[src/design/bra_pkg.sv]
// ----------------------------------------------------------------------------
// bra_pkg
// Types, codes and constants of the bitmap run allocator.
// ----------------------------------------------------------------------------
`timescale 1ns / 1ps

package bra_pkg;

  localparam int MAP_BITS_DEF = 4096;
  localparam int WORD_BITS    = 32;
  localparam int LEN_W        = 13;

  localparam logic [2:0] MODE_CLEAR = 3'd0;
  localparam logic [2:0] MODE_ALLOC = 3'd1;
  localparam logic [2:0] MODE_FREE  = 3'd2;
  localparam logic [2:0] MODE_QUERY = 3'd3;
  localparam logic [2:0] MODE_COUNT = 3'd4;

  localparam logic [1:0] RES_OK        = 2'd0;
  localparam logic [1:0] RES_BAD_RANGE = 2'd1;
  localparam logic [1:0] RES_NO_SPACE  = 2'd2;
  localparam logic [1:0] RES_READ_ONLY = 2'd3;

  localparam logic [1:0] REG_BASE     = 2'd0;
  localparam logic [1:0] REG_SIZE     = 2'd1;
  localparam logic [1:0] REG_WRITABLE = 2'd2;

  typedef struct packed {
    logic [2:0]  mode;
    logic [31:0] block_number;
    logic [12:0] run_length;
  } in_item_t;

  typedef struct packed {
    logic [1:0]  status;
    logic [31:0] first_block;
    logic        is_used;
    logic [12:0] free_total;
  } out_item_t;

  typedef enum logic [3:0] {
    S_INIT,
    S_IDLE,
    S_DECODE,
    S_SWEEP,
    S_SCAN,
    S_MARK_RD,
    S_MARK_WR,
    S_QUERY_RD,
    S_QUERY_LD,
    S_DONE
  } bra_state_t;

  typedef enum logic [2:0] {
    ACT_FINISH,
    ACT_SWEEP,
    ACT_SCAN,
    ACT_MARK,
    ACT_QUERY
  } bra_act_t;

  typedef struct packed {
    logic capture;
    logic decode;
    logic sweep;
    logic scan;
    logic mark_wr;
    logic query_ld;
    logic load_out;
  } bra_cmd_t;

  typedef struct packed {
    bra_act_t action;
    logic     sweep_last;
    logic     scan_done;
    logic     scan_hit;
    logic     mark_last;
  } bra_sts_t;

endpackage

[src/design/bra_ctrl.sv]
// ----------------------------------------------------------------------------
// bra_ctrl
// Sequencer: init and clear sweeps, accept, decode, scan, mark, query, handoff.
// ----------------------------------------------------------------------------
`timescale 1ns / 1ps

module bra_ctrl (
  input  logic              clk,
  input  logic              rst_n,
  input  logic              in_valid,
  input  logic              out_stall,
  input  bra_pkg::bra_sts_t sts,
  output bra_pkg::bra_cmd_t cmd,
  output logic              in_stall,
  output logic              out_valid
);
  import bra_pkg::*;

  bra_state_t state_r, state_nxt;
  logic       out_valid_r, out_valid_nxt;
  logic       can_load;

  assign can_load = !out_valid_r || !out_stall;

  always_comb begin
    state_nxt = state_r;
    unique case (state_r)
      S_INIT:     if (sts.sweep_last) state_nxt = S_IDLE;
      S_IDLE:     if (in_valid) state_nxt = S_DECODE;
      S_DECODE: begin
        unique case (sts.action)
          ACT_SWEEP: state_nxt = S_SWEEP;
          ACT_SCAN:  state_nxt = S_SCAN;
          ACT_MARK:  state_nxt = S_MARK_RD;
          ACT_QUERY: state_nxt = S_QUERY_RD;
          default:   state_nxt = S_DONE;
        endcase
      end
      S_SWEEP:    if (sts.sweep_last) state_nxt = S_DONE;
      S_SCAN: begin
        if (sts.scan_done) begin
          state_nxt = sts.scan_hit ? S_MARK_RD : S_DONE;
        end
      end
      S_MARK_RD:  state_nxt = S_MARK_WR;
      S_MARK_WR:  state_nxt = sts.mark_last ? S_DONE : S_MARK_RD;
      S_QUERY_RD: state_nxt = S_QUERY_LD;
      S_QUERY_LD: state_nxt = S_DONE;
      S_DONE:     if (can_load) state_nxt = S_IDLE;
      default:    state_nxt = S_INIT;
    endcase
  end

  always_comb begin
    cmd = '0;
    unique case (state_r)
      S_INIT:     cmd.sweep    = 1'b1;
      S_IDLE:     cmd.capture  = in_valid;
      S_DECODE:   cmd.decode   = 1'b1;
      S_SWEEP:    cmd.sweep    = 1'b1;
      S_SCAN:     cmd.scan     = 1'b1;
      S_MARK_WR:  cmd.mark_wr  = 1'b1;
      S_QUERY_LD: cmd.query_ld = 1'b1;
      S_DONE:     cmd.load_out = can_load;
      default:    cmd = '0;
    endcase
  end

  assign out_valid_nxt = cmd.load_out || (out_valid_r && out_stall);

  always_ff @(posedge clk) begin
    if (!rst_n) begin
      state_r     <= S_INIT;
      out_valid_r <= 1'b0;
    end else begin
      state_r     <= state_nxt;
      out_valid_r <= out_valid_nxt;
    end
  end

  assign in_stall  = state_r != S_IDLE;
  assign out_valid = out_valid_r;

endmodule

[config.mk]
export PLATFORM = sky130hd
export DESIGN_NAME = bra_ctrl
export DESIGN_NICKNAME = d
export VERILOG_FILES = /design/src/design/bra_pkg.sv /design/src/design/bra_ctrl.sv
export SDC_FILE = /design/constraint.sdc
export NUM_CORES = 1
export LEC_CHECK = 0
export BUFFER_PORTS_ARGS = -buffer_cell sky130_fd_sc_hd__buf_2
export CAP_MARGIN = 30
export CORE_AREA = 4 4 41 43
export DETAILED_ROUTE_END_ITERATION = 10
export DIE_AREA = 0 0 45 47
export HOLD_SLACK_MARGIN = 0.06
export PLACE_DENSITY = 0.65
export SYNTH_ARGS = -nofsm -noshare
export SYNTH_HDL_FRONTEND = slang
export SYNTH_SLANG_ARGS = --single-unit
[constraint.sdc]
create_clock -name clk -period 2.4 [get_ports clk]
set_input_delay 0.24 -clock clk [delete_from_list [all_inputs] [get_ports clk]]
set_output_delay 0.24 -clock clk [all_outputs]
set_load 0.005 [all_outputs]
==> results of run 1 <==
==> routing by layer <==
layer / wire, um / up-vias
li1: - / 297
met1: 574 / 268
met2: 608 / 14
met3: 41 / 2
met4: 17 / 0
met5: 0 / -
==> flip-flops by register name, indices dropped and copies added, names as in the netlist <==
register / cells
state_r: 4
out_valid: 1
==> path summary, 6_finish.rpt <==
path / from / to / slack, ps / cells after the start
worst min-delay path: sts[3] / state_r[1] / 280 / 3
worst min register to register: out_valid / out_valid / 550 / 2
worst max-delay path: state_r[1] / cmd[5] / 600 / 3
worst max register to register: state_r[0] / state_r[3] / 620 / 4
==> power by group <==
| part | switching (uW) | total, uW | internal [uW] | leakage (uW) |
|---|---|---|---|---|
| logic | 107 | 224 | 118 | 0.000227 |
| registers | 60.5 | 160 | 99.1 | 0.0000407 |
| clock network | 40.9 | 102 | 60.7 | 0.0000177 |
| total | 208 | 486 | 277 | 0.000286 |
==> cell type report <==
cell class	instances	area (sq um)
tap	15	18.8
multi-input combinational	54	374
timing repair buffer	19	95.1
clock inverter	1	5.00
inverter	4	15.0
fill	143	671
sequential	5	100
clock buffer	3	22.5
==> kinds of logic after synthesis <==
group | synth area share (%)
AOI/OAI and AO/OA | 28.1
buffers and inverters | 8.89
muxes | 1.92
and+or+nand+nor | 38.5
xor gates and xnor gates | 3.37
DFF | 19.2
==> Yosys cell counts (2+ instances only) <==
| master | number |
|---|---|
| buf_4 | 2 |
| nor2_1 | 4 |
| o211ai_1 | 2 |
| dfxtp_1 | 5 |
| inv_1 | 3 |
| a21oi_1 | 6 |
| o21ai_0 | 3 |
| and3_1 | 2 |
| nor3b_1 | 3 |
| nand2_1 | 6 |
| or3_1 | 3 |
==> critical path, cell delays in order, from the launching register on <==
cell and delay (ps):
dfxtp_1 590, or4b_4 540, inv_1 70, buf_2 100
==> per-stage QoR <==
stage                     std cells  power, uW
after floorplan                  67        328
after global placement           97        383
after detailed placement         97        385
after CTS                       101        488
after global routing            101        525
final                           101        486
==> results_dict.tcl, run 1 <==
set metrics [dict create \
    setup_violations 0 \
    drt-pass1-iter-count 4 \
    via_per_inst 5.75 \
    hold_viol 0 \
    slew_violations 0 \
    core_area_sq_um 1300 \
    drive_gt1_share_pct 32.6 \
    routed_wl_mm 1.24 \
    first_iter_violations 24 \
    synth_area_leaders "dfxtp_1 19%, a21oi_1 5.8%, nand2_1 4.3%, nor3b_1 4.3%, or3_1 3.6%" \
    cts_setup_buffers 0 \
    maxCapViolCount 0 \
    max_slew_margin_pct 64.4 \
    die_width_um 45 \
    area_growth_syn_to_layout_pct 21.2 \
    drc 0 \
    worstHoldPathType "input pin to register" \
    tritoncts "done" \
    globalRouteMet3Util_pct 2.30 \
    start_util_pct 40.0 \
    synth_nets 78 \
    gr-total-overflow 0 \
    die_area_sq_um 2120 \
    ios 20 \
    syn_area_sq_um 520 \
    synth_edf_count 0 \
    yosysTopAreaCell "dfxtp_1" \
    grt_use_total_pct 11.9 \
    clk_pin_slew_ps 60 \
    root_buffer "clkbuf_4" \
    clockBufferDepth 2 \
    min_period_ps 1800 \
    fin_crit_sh_pct 75.0 \
    port-buffer-count 19 \
    grt_max_degree 19 \
    finalNetCount 98 \
    post_cts_resized 0 \
    final_common_cell "buf_2" \
    placed_cell_area_sq_um 603 \
    yosysWarnings 0 \
    rows 13 \
    synth_cells 67 \
    cp_max_fo 14 \
    diodes 0 \
    p_leak_uw 0.000286 \
    max_freq_mhz 555 \
    grt_first_pass_wirelength_mm 1.84 \
    use_met1_pct 15.2 \
    grt_util_met2_pct 18.6 \
    synth_cell_types 39 \
    path_class "register to output port" \
    gp_congestion 0.773 \
    fin_area_sq_um 631 \
    post-place-ws_ps 651 \
    outcome "completed" \
    h-tree-depth 1 \
    grt_pass1_vias 445 \
    avgSynthCellArea_sq_um 7.77 \
    avgRoutedWirePerCell_um 12.3 \
    tns_ps 0 \
    cts_sinks 5 \
    skew_ps 14.0 \
    critPathArrivalTime_ps 1560 \
    rsz0062_at_grt "false" \
    cts_buffers 3 \
    finish.utilization_pct 48.5 \
    synth_seq_cells 5 \
    power_density_nw_per_um2 770 \
    synth_top_area_share_pct 19.2 \
    ys_seq_area_share_pct 19.2 \
    final_cell_mix "19 x buf_2, 6 x nand2_1, 6 x a21oi_1, 5 x dfxtp_1, 4 x nor2_1" \
    ys_async_sr_fraction_pct 0 \
    final_antenna_net_count 0 \
    antenna_found_initial 0 \
    endpoint_kind "output port" \
    die_h_um 47 \
    fin_ws_ps 599 \
    worstMarginPinSlew_ps 533 \
    fin_hold_ws_ps 281 \
    num_vias 581 \
    grt_busiest_layer "met2" \
    cp-start-kind "register" \
    clk_latency_ps 250 \
    holdBufCountCts 0 \
    max-vdd-ir-drop_mv 0.580 \
    required_ps 2160 \
    ys.flop_type "dfxtp_1" \
    dp.final_hpwl_um 949 \
]
Note: power is estimated with default switching activity, not from simulation.
==> run 2: changes to the inputs <==
Clock period 2.4 ns to 1.7 ns, I/O delays scaled along.
==> results_dict.tcl, run 2 (synthesized netlist as in run 1, its figures left out) <==
set metrics [dict create \
    max_freq_mhz 629 \
    max_slew_margin_pct 80.5 \
    first_iter_violations 8 \
    slew_violations 0 \
    cp-start-kind "register" \
    worstMarginPinSlew_ps 291 \
    core_area_sq_um 1300 \
    maxCapViolCount 0 \
    top_register "state_r" \
    power_density_nw_per_um2 1080 \
    swShare_pct 41.6 \
    critPathBufInv 3 \
    n_fill_cell 144 \
    skew_ps 1.75 \
    rr_endpoint "state_r[3]" \
    routed.top_layer "met4" \
    clk_latency_ps 250 \
    cpMaxStageDelayCell "dfxtp_1" \
    ff2ff_setup_slack_ps 160 \
    grt_first_pass_wirelength_mm 2.15 \
    p_switching_uw 304 \
    clockBufferDepth 2 \
    hp-start "sts[3]" \
    place_inst 102 \
    largest_reg_flops 4 \
    outcome "completed" \
    routed_wl_mm 1.42 \
    area_growth_syn_to_layout_pct 29.8 \
    rows 13 \
    tritoncts "done" \
    die_width_um 45 \
    start_util_pct 40.0 \
    drive_gt1_share_pct 38.5 \
    via_per_inst 5.53 \
    diodes 0 \
    avgRoutedWirePerCell_um 13.3 \
    holdBufCountCts 0 \
    die_h_um 47 \
    wl_met2_um 719 \
    combinationalPowerShare_pct 54.1 \
    grt_pass1_vias 523 \
    dp.final_hpwl_mm 1.08 \
    crit_chain "buf_4 > nand4bb_1 > buf_4 > a21oi_1 > buf_2" \
    final_antenna_net_count 0 \
    stdcell_count 106 \
    worst_path_largest_cell_delay_ps 360 \
    whs_path_depth 3 \
    clk_pin_slew_ps 40 \
    seq_power_share_pct 26.1 \
    hold_viol 0 \
    cts_sinks 5 \
    grt_use_total_pct 14.2 \
    die_area_sq_um 2120 \
    ios 20 \
    h-tree-depth 1 \
    drc 0 \
    placed_cell_area_sq_um 641 \
    fin_crit_sh_pct 93.5 \
    grt_max_degree 11 \
    rsz0062_at_grt "false" \
    min_period_ps 1590 \
    root_buffer "clkbuf_4" \
    required_ps 1530 \
    fin_area_sq_um 676 \
    reg2reg_from "state_r[2]" \
    gr-total-overflow 0 \
    wl_met3_um 71 \
    port-buffer-count 19 \
    worstHoldPathType "input pin to register" \
    num_vias 586 \
    gp_congestion 0.742 \
    max-vdd-ir-drop_mv 0.515 \
    worstHoldEndpoint "state_r[1]" \
    p_clk_share_pct 19.8 \
    drt-pass1-iter-count 4 \
    critPathArrivalTime_ps 1420 \
    final_common_cell "buf_2" \
    finalNetCount 103 \
    cts_buffers 3 \
    reg2reg_depth 4 \
    met1_length_um 596 \
    finalPower_uw 731 \
    path_common_cell "buf_4" \
    internal_power_uw 427 \
    setup_violations 0 \
    crit_family "buffers and inverters" \
    path_class "register to output port" \
    endpoint_kind "output port" \
    antenna_found_initial 0 \
    tns_ps 0 \
    final_cell_mix "19 x buf_2, 6 x nand2_1, 6 x a21oi_1, 5 x buf_4, 4 x nor2_1" \
    p_leak_uw 0.000311 \
    cp_max_fo 8 \
]
run 2: layout make-up:
cell class / instances / area [sq um] / area share, %
Clock buffer: 4 / 26.3 / 3.89
Inverter: 4 / 15.0 / 2.22
Multi-Input combinational cell: 54 / 380 / 56.3
Tap cell: 15 / 18.8 / 2.78
Timing Repair Buffer: 24 / 133 / 19.6
Sequential cell: 5 / 103 / 15.2
run 2: power groups by stage:
stage	Sequential, uW	Combinational [uW]	Clock (uW)
2_1_floorplan	168	295	0
3_3_place_gp	186	390	0
3_5_place_dp	187	392	0
4_1_cts	185	394	152
5_1_grt	199	444	160
6_report	191	396	144
run 2: worst register-to-register path, delay by kind of cell, from the launching register on:
family | cells | cell delay (ps)
compound gates | 2 | 240
flops | 1 | 480
simple gates | 2 | 710
run 2: worst max path at each step:
| stage | startpoint | endpoint | slack [ps] | cells past startpoint |
|---|---|---|---|---|
| 5_1_grt | state_r[1] | cmd[0] | 10 | 5 |
| 2_1_floorplan | state_r[1] | state_r[3] | 270 | 5 |
| 4_1_cts | state_r[3] | cmd[0] | 40 | 5 |
| 3_3_place_gp | state_r[2] | state_r[3] | 170 | 4 |
| 3_5_place_dp | state_r[0] | state_r[1] | 140 | 5 |
| 6_report | state_r[1] | cmd[0] | 110 | 5 |
run 2: what timing repair did:
item,in CTS,in global routing
buffers inserted,0,0
gates resized for setup,0,3
setup endpoints to repair,0,3
run 2: through the flow:
| step | worst slack (ps) | utilization, % | hold slack [ps] |
|---|---|---|---|
| 3_3_place_gp | 167 | 49.2 | 473 |
| 4_1_cts | 44.9 | 51.2 | 207 |
| 2_1_floorplan | 271 | - | 301 |
| 3_5_place_dp | 139 | 49.2 | 481 |
| 6_report | 110 | 51.9 | 223 |
| 5_1_grt | 13.6 | 51.9 | 242 |
run 2: per-layer routing:
layer | track usage [%] | vias up
met3 | 3.45 | 4
met5 | 0 | -
li1 | - | 299
met4 | 8.77 | 0
met1 | 15.7 | 269
met2 | 24.6 | 14
==> run 3: changes to the inputs <==
Settings changed: PLACE_DENSITY 0.65 to 0.68.
Clock period 1.7 ns to 1.45 ns, I/O delays scaled along.
==> results_dict.tcl, run 3 (synthesized netlist as in run 1, its figures left out) <==
set metrics [dict create \
    outcome "finished with violations" \
    violations "negative setup slack" \
    routed_wl_mm 1.61 \
    final_cell_mix "18 x buf_2, 7 x buf_4, 6 x nand2_1, 5 x a21oi_1, 4 x buf_6" \
    final_common_cell "buf_2" \
    cp-start-kind "register" \
    fin_crit_sh_pct 107 \
    gp_congestion 0.747 \
    endpoint_kind "output port" \
    reg2reg_from "state_r[2]" \
    finalNetCount 110 \
    power_density_nw_per_um2 1310 \
    ff2ff_setup_slack_ps -60 \
    p_switching_uw 432 \
    setup_violations 5 \
    start_util_pct 40.0 \
    critPathArrivalTime_ps 1400 \
    rows 13 \
    drive_gt1_share_pct 53.1 \
    swShare_pct 39.9 \
    placed_cell_area_sq_um 678 \
    fin_area_sq_um 830 \
    path_common_cell "buf_6" \
    cp_max_fo 6 \
    diodes 0 \
    grt_first_pass_wirelength_mm 2.30 \
    worst_path_largest_cell_delay_ps 540 \
    critPathCapture "cmd[5]" \
    p_leak_uw 0.000365 \
    path_class "register to output port" \
    grt_use_total_pct 15.1 \
    area_growth_syn_to_layout_pct 59.4 \
    fin_hold_ws_ps 199 \
    clk_pin_slew_ps 50 \
    cpMaxStageDelayCell "or4b_4" \
    rsz0062_at_grt "true" \
    worstHoldPathType "input pin to register" \
    max_slew_margin_pct 81.6 \
    num_vias 651 \
    p_clk_share_pct 14.9 \
    clockBufferDepth 2 \
    cts_sinks 5 \
    crit_start "state_r[2]" \
    rr_endpoint "state_r[1]" \
    max_freq_mhz 646 \
    fin_ws_ps -97.2 \
    ios 20 \
    critPathBufInv 3 \
    slew_violations 0 \
    internal_power_uw 651 \
    wl_met2_um 875 \
    met1_length_um 629 \
    post-place-ws_ps -101 \
    root_buffer "clkbuf_4" \
    drt-pass1-iter-count 4 \
    grt_max_degree 11 \
    drc 0 \
    crit_chain "or4b_4 > buf_6 > inv_2 > buf_6" \
    crit_family "simple AND/OR/NAND/NOR gates" \
    h-tree-depth 1 \
    required_ps 1310 \
    skew_ps 4.92 \
    grt_pass1_vias 561 \
    via_per_inst 5.76 \
    die_h_um 47 \
    cts_buffers 3 \
    min_period_ps 1550 \
    seq_power_share_pct 20.6 \
    largest_reg_flops 4 \
    die_width_um 45 \
    clk_latency_ps 240 \
    maxCapViolCount 0 \
    antenna_found_initial 0 \
    worstMarginPinSlew_ps 273 \
    final_antenna_net_count 0 \
    first_iter_violations 13 \
    reg2reg_depth 4 \
    tritoncts "done" \
    die_area_sq_um 2120 \
    wl_met3_um 73 \
    path_depth 4 \
    port-buffer-count 19 \
    core_area_sq_um 1300 \
    top_register "state_r" \
    finalPower_uw 1080 \
    max-vdd-ir-drop_mv 0.769 \
    hold_viol 0 \
    avgRoutedWirePerCell_um 14.2 \
    routed.top_layer "met4" \
    dp.final_hpwl_mm 1.11 \
    gr-total-overflow 0 \
    combinationalPowerShare_pct 64.5 \
]
-- run 3: cell count changes in the layout (fill, tap and decap cells not counted), moves of 2 or more --
cell / before / now
dfxtp_1: 3 / 1
buf_8: 0 / 2
buf_6: 0 / 4
dfxtp_4: 0 / 3
buf_4: 5 / 7
-- run 3: what timing repair did --
item,4_1_cts,5_1_grt
hold buffers,0,0
endpoints found under the setup margin,10,10
pin swaps,3,5
resized for setup,10,16
setup buffers,1,1
-- run 3: power groups by stage --
stage,Clock (uW),Combinational (uW),Sequential (uW)
CTS,164,551,208
global route,172,761,230
floorplan,0,346,197
finish,161,699,223
global placement,0,481,209
detailed placement,0,490,212
-- run 3: worst min-delay path by stage --
stage,cells after the start,startpoint,endpoint
3_5_place_dp,3,sts[3],state_r[1]
5_1_grt,3,sts[3],state_r[1]
3_3_place_gp,3,sts[3],state_r[1]
6_report,3,sts[3],state_r[1]
2_1_floorplan,2,rst_n,out_valid
4_1_cts,3,sts[3],state_r[1]
-- run 3: layer usage --
layer	global-route usage (%)	up-vias
li1	-	320
met1	16.6	308
met2	27.4	19
met3	4.60	4
met4	5.26	0
met5	0	-
-- run 3: cell type report --
class / instances / area [sq um]
Tap cell: 15 / 18.8
Clock buffer: 4 / 26.3
Multi-Input combinational cell: 54 / 439
Fill cell: 113 / 472
Inverter: 4 / 15.0
Sequential cell: 5 / 113
Timing Repair Buffer: 31 / 218
-- run 3: worst min-delay path: cells and delay by family --
family | cells | cell delay (ps)
simple gates | 1 | 110
compound gates | 1 | 70
buf+inv | 1 | 80
-- run 3: per-stage QoR --
step	instances	util (%)	setup TNS, ps
after CTS	112	57.5	-210
final	113	63.7	-193
after global routing	113	63.7	-459
after global placement	107	52.1	-82.3
after detailed placement	107	52.1	-195
after floorplan	67	-	0
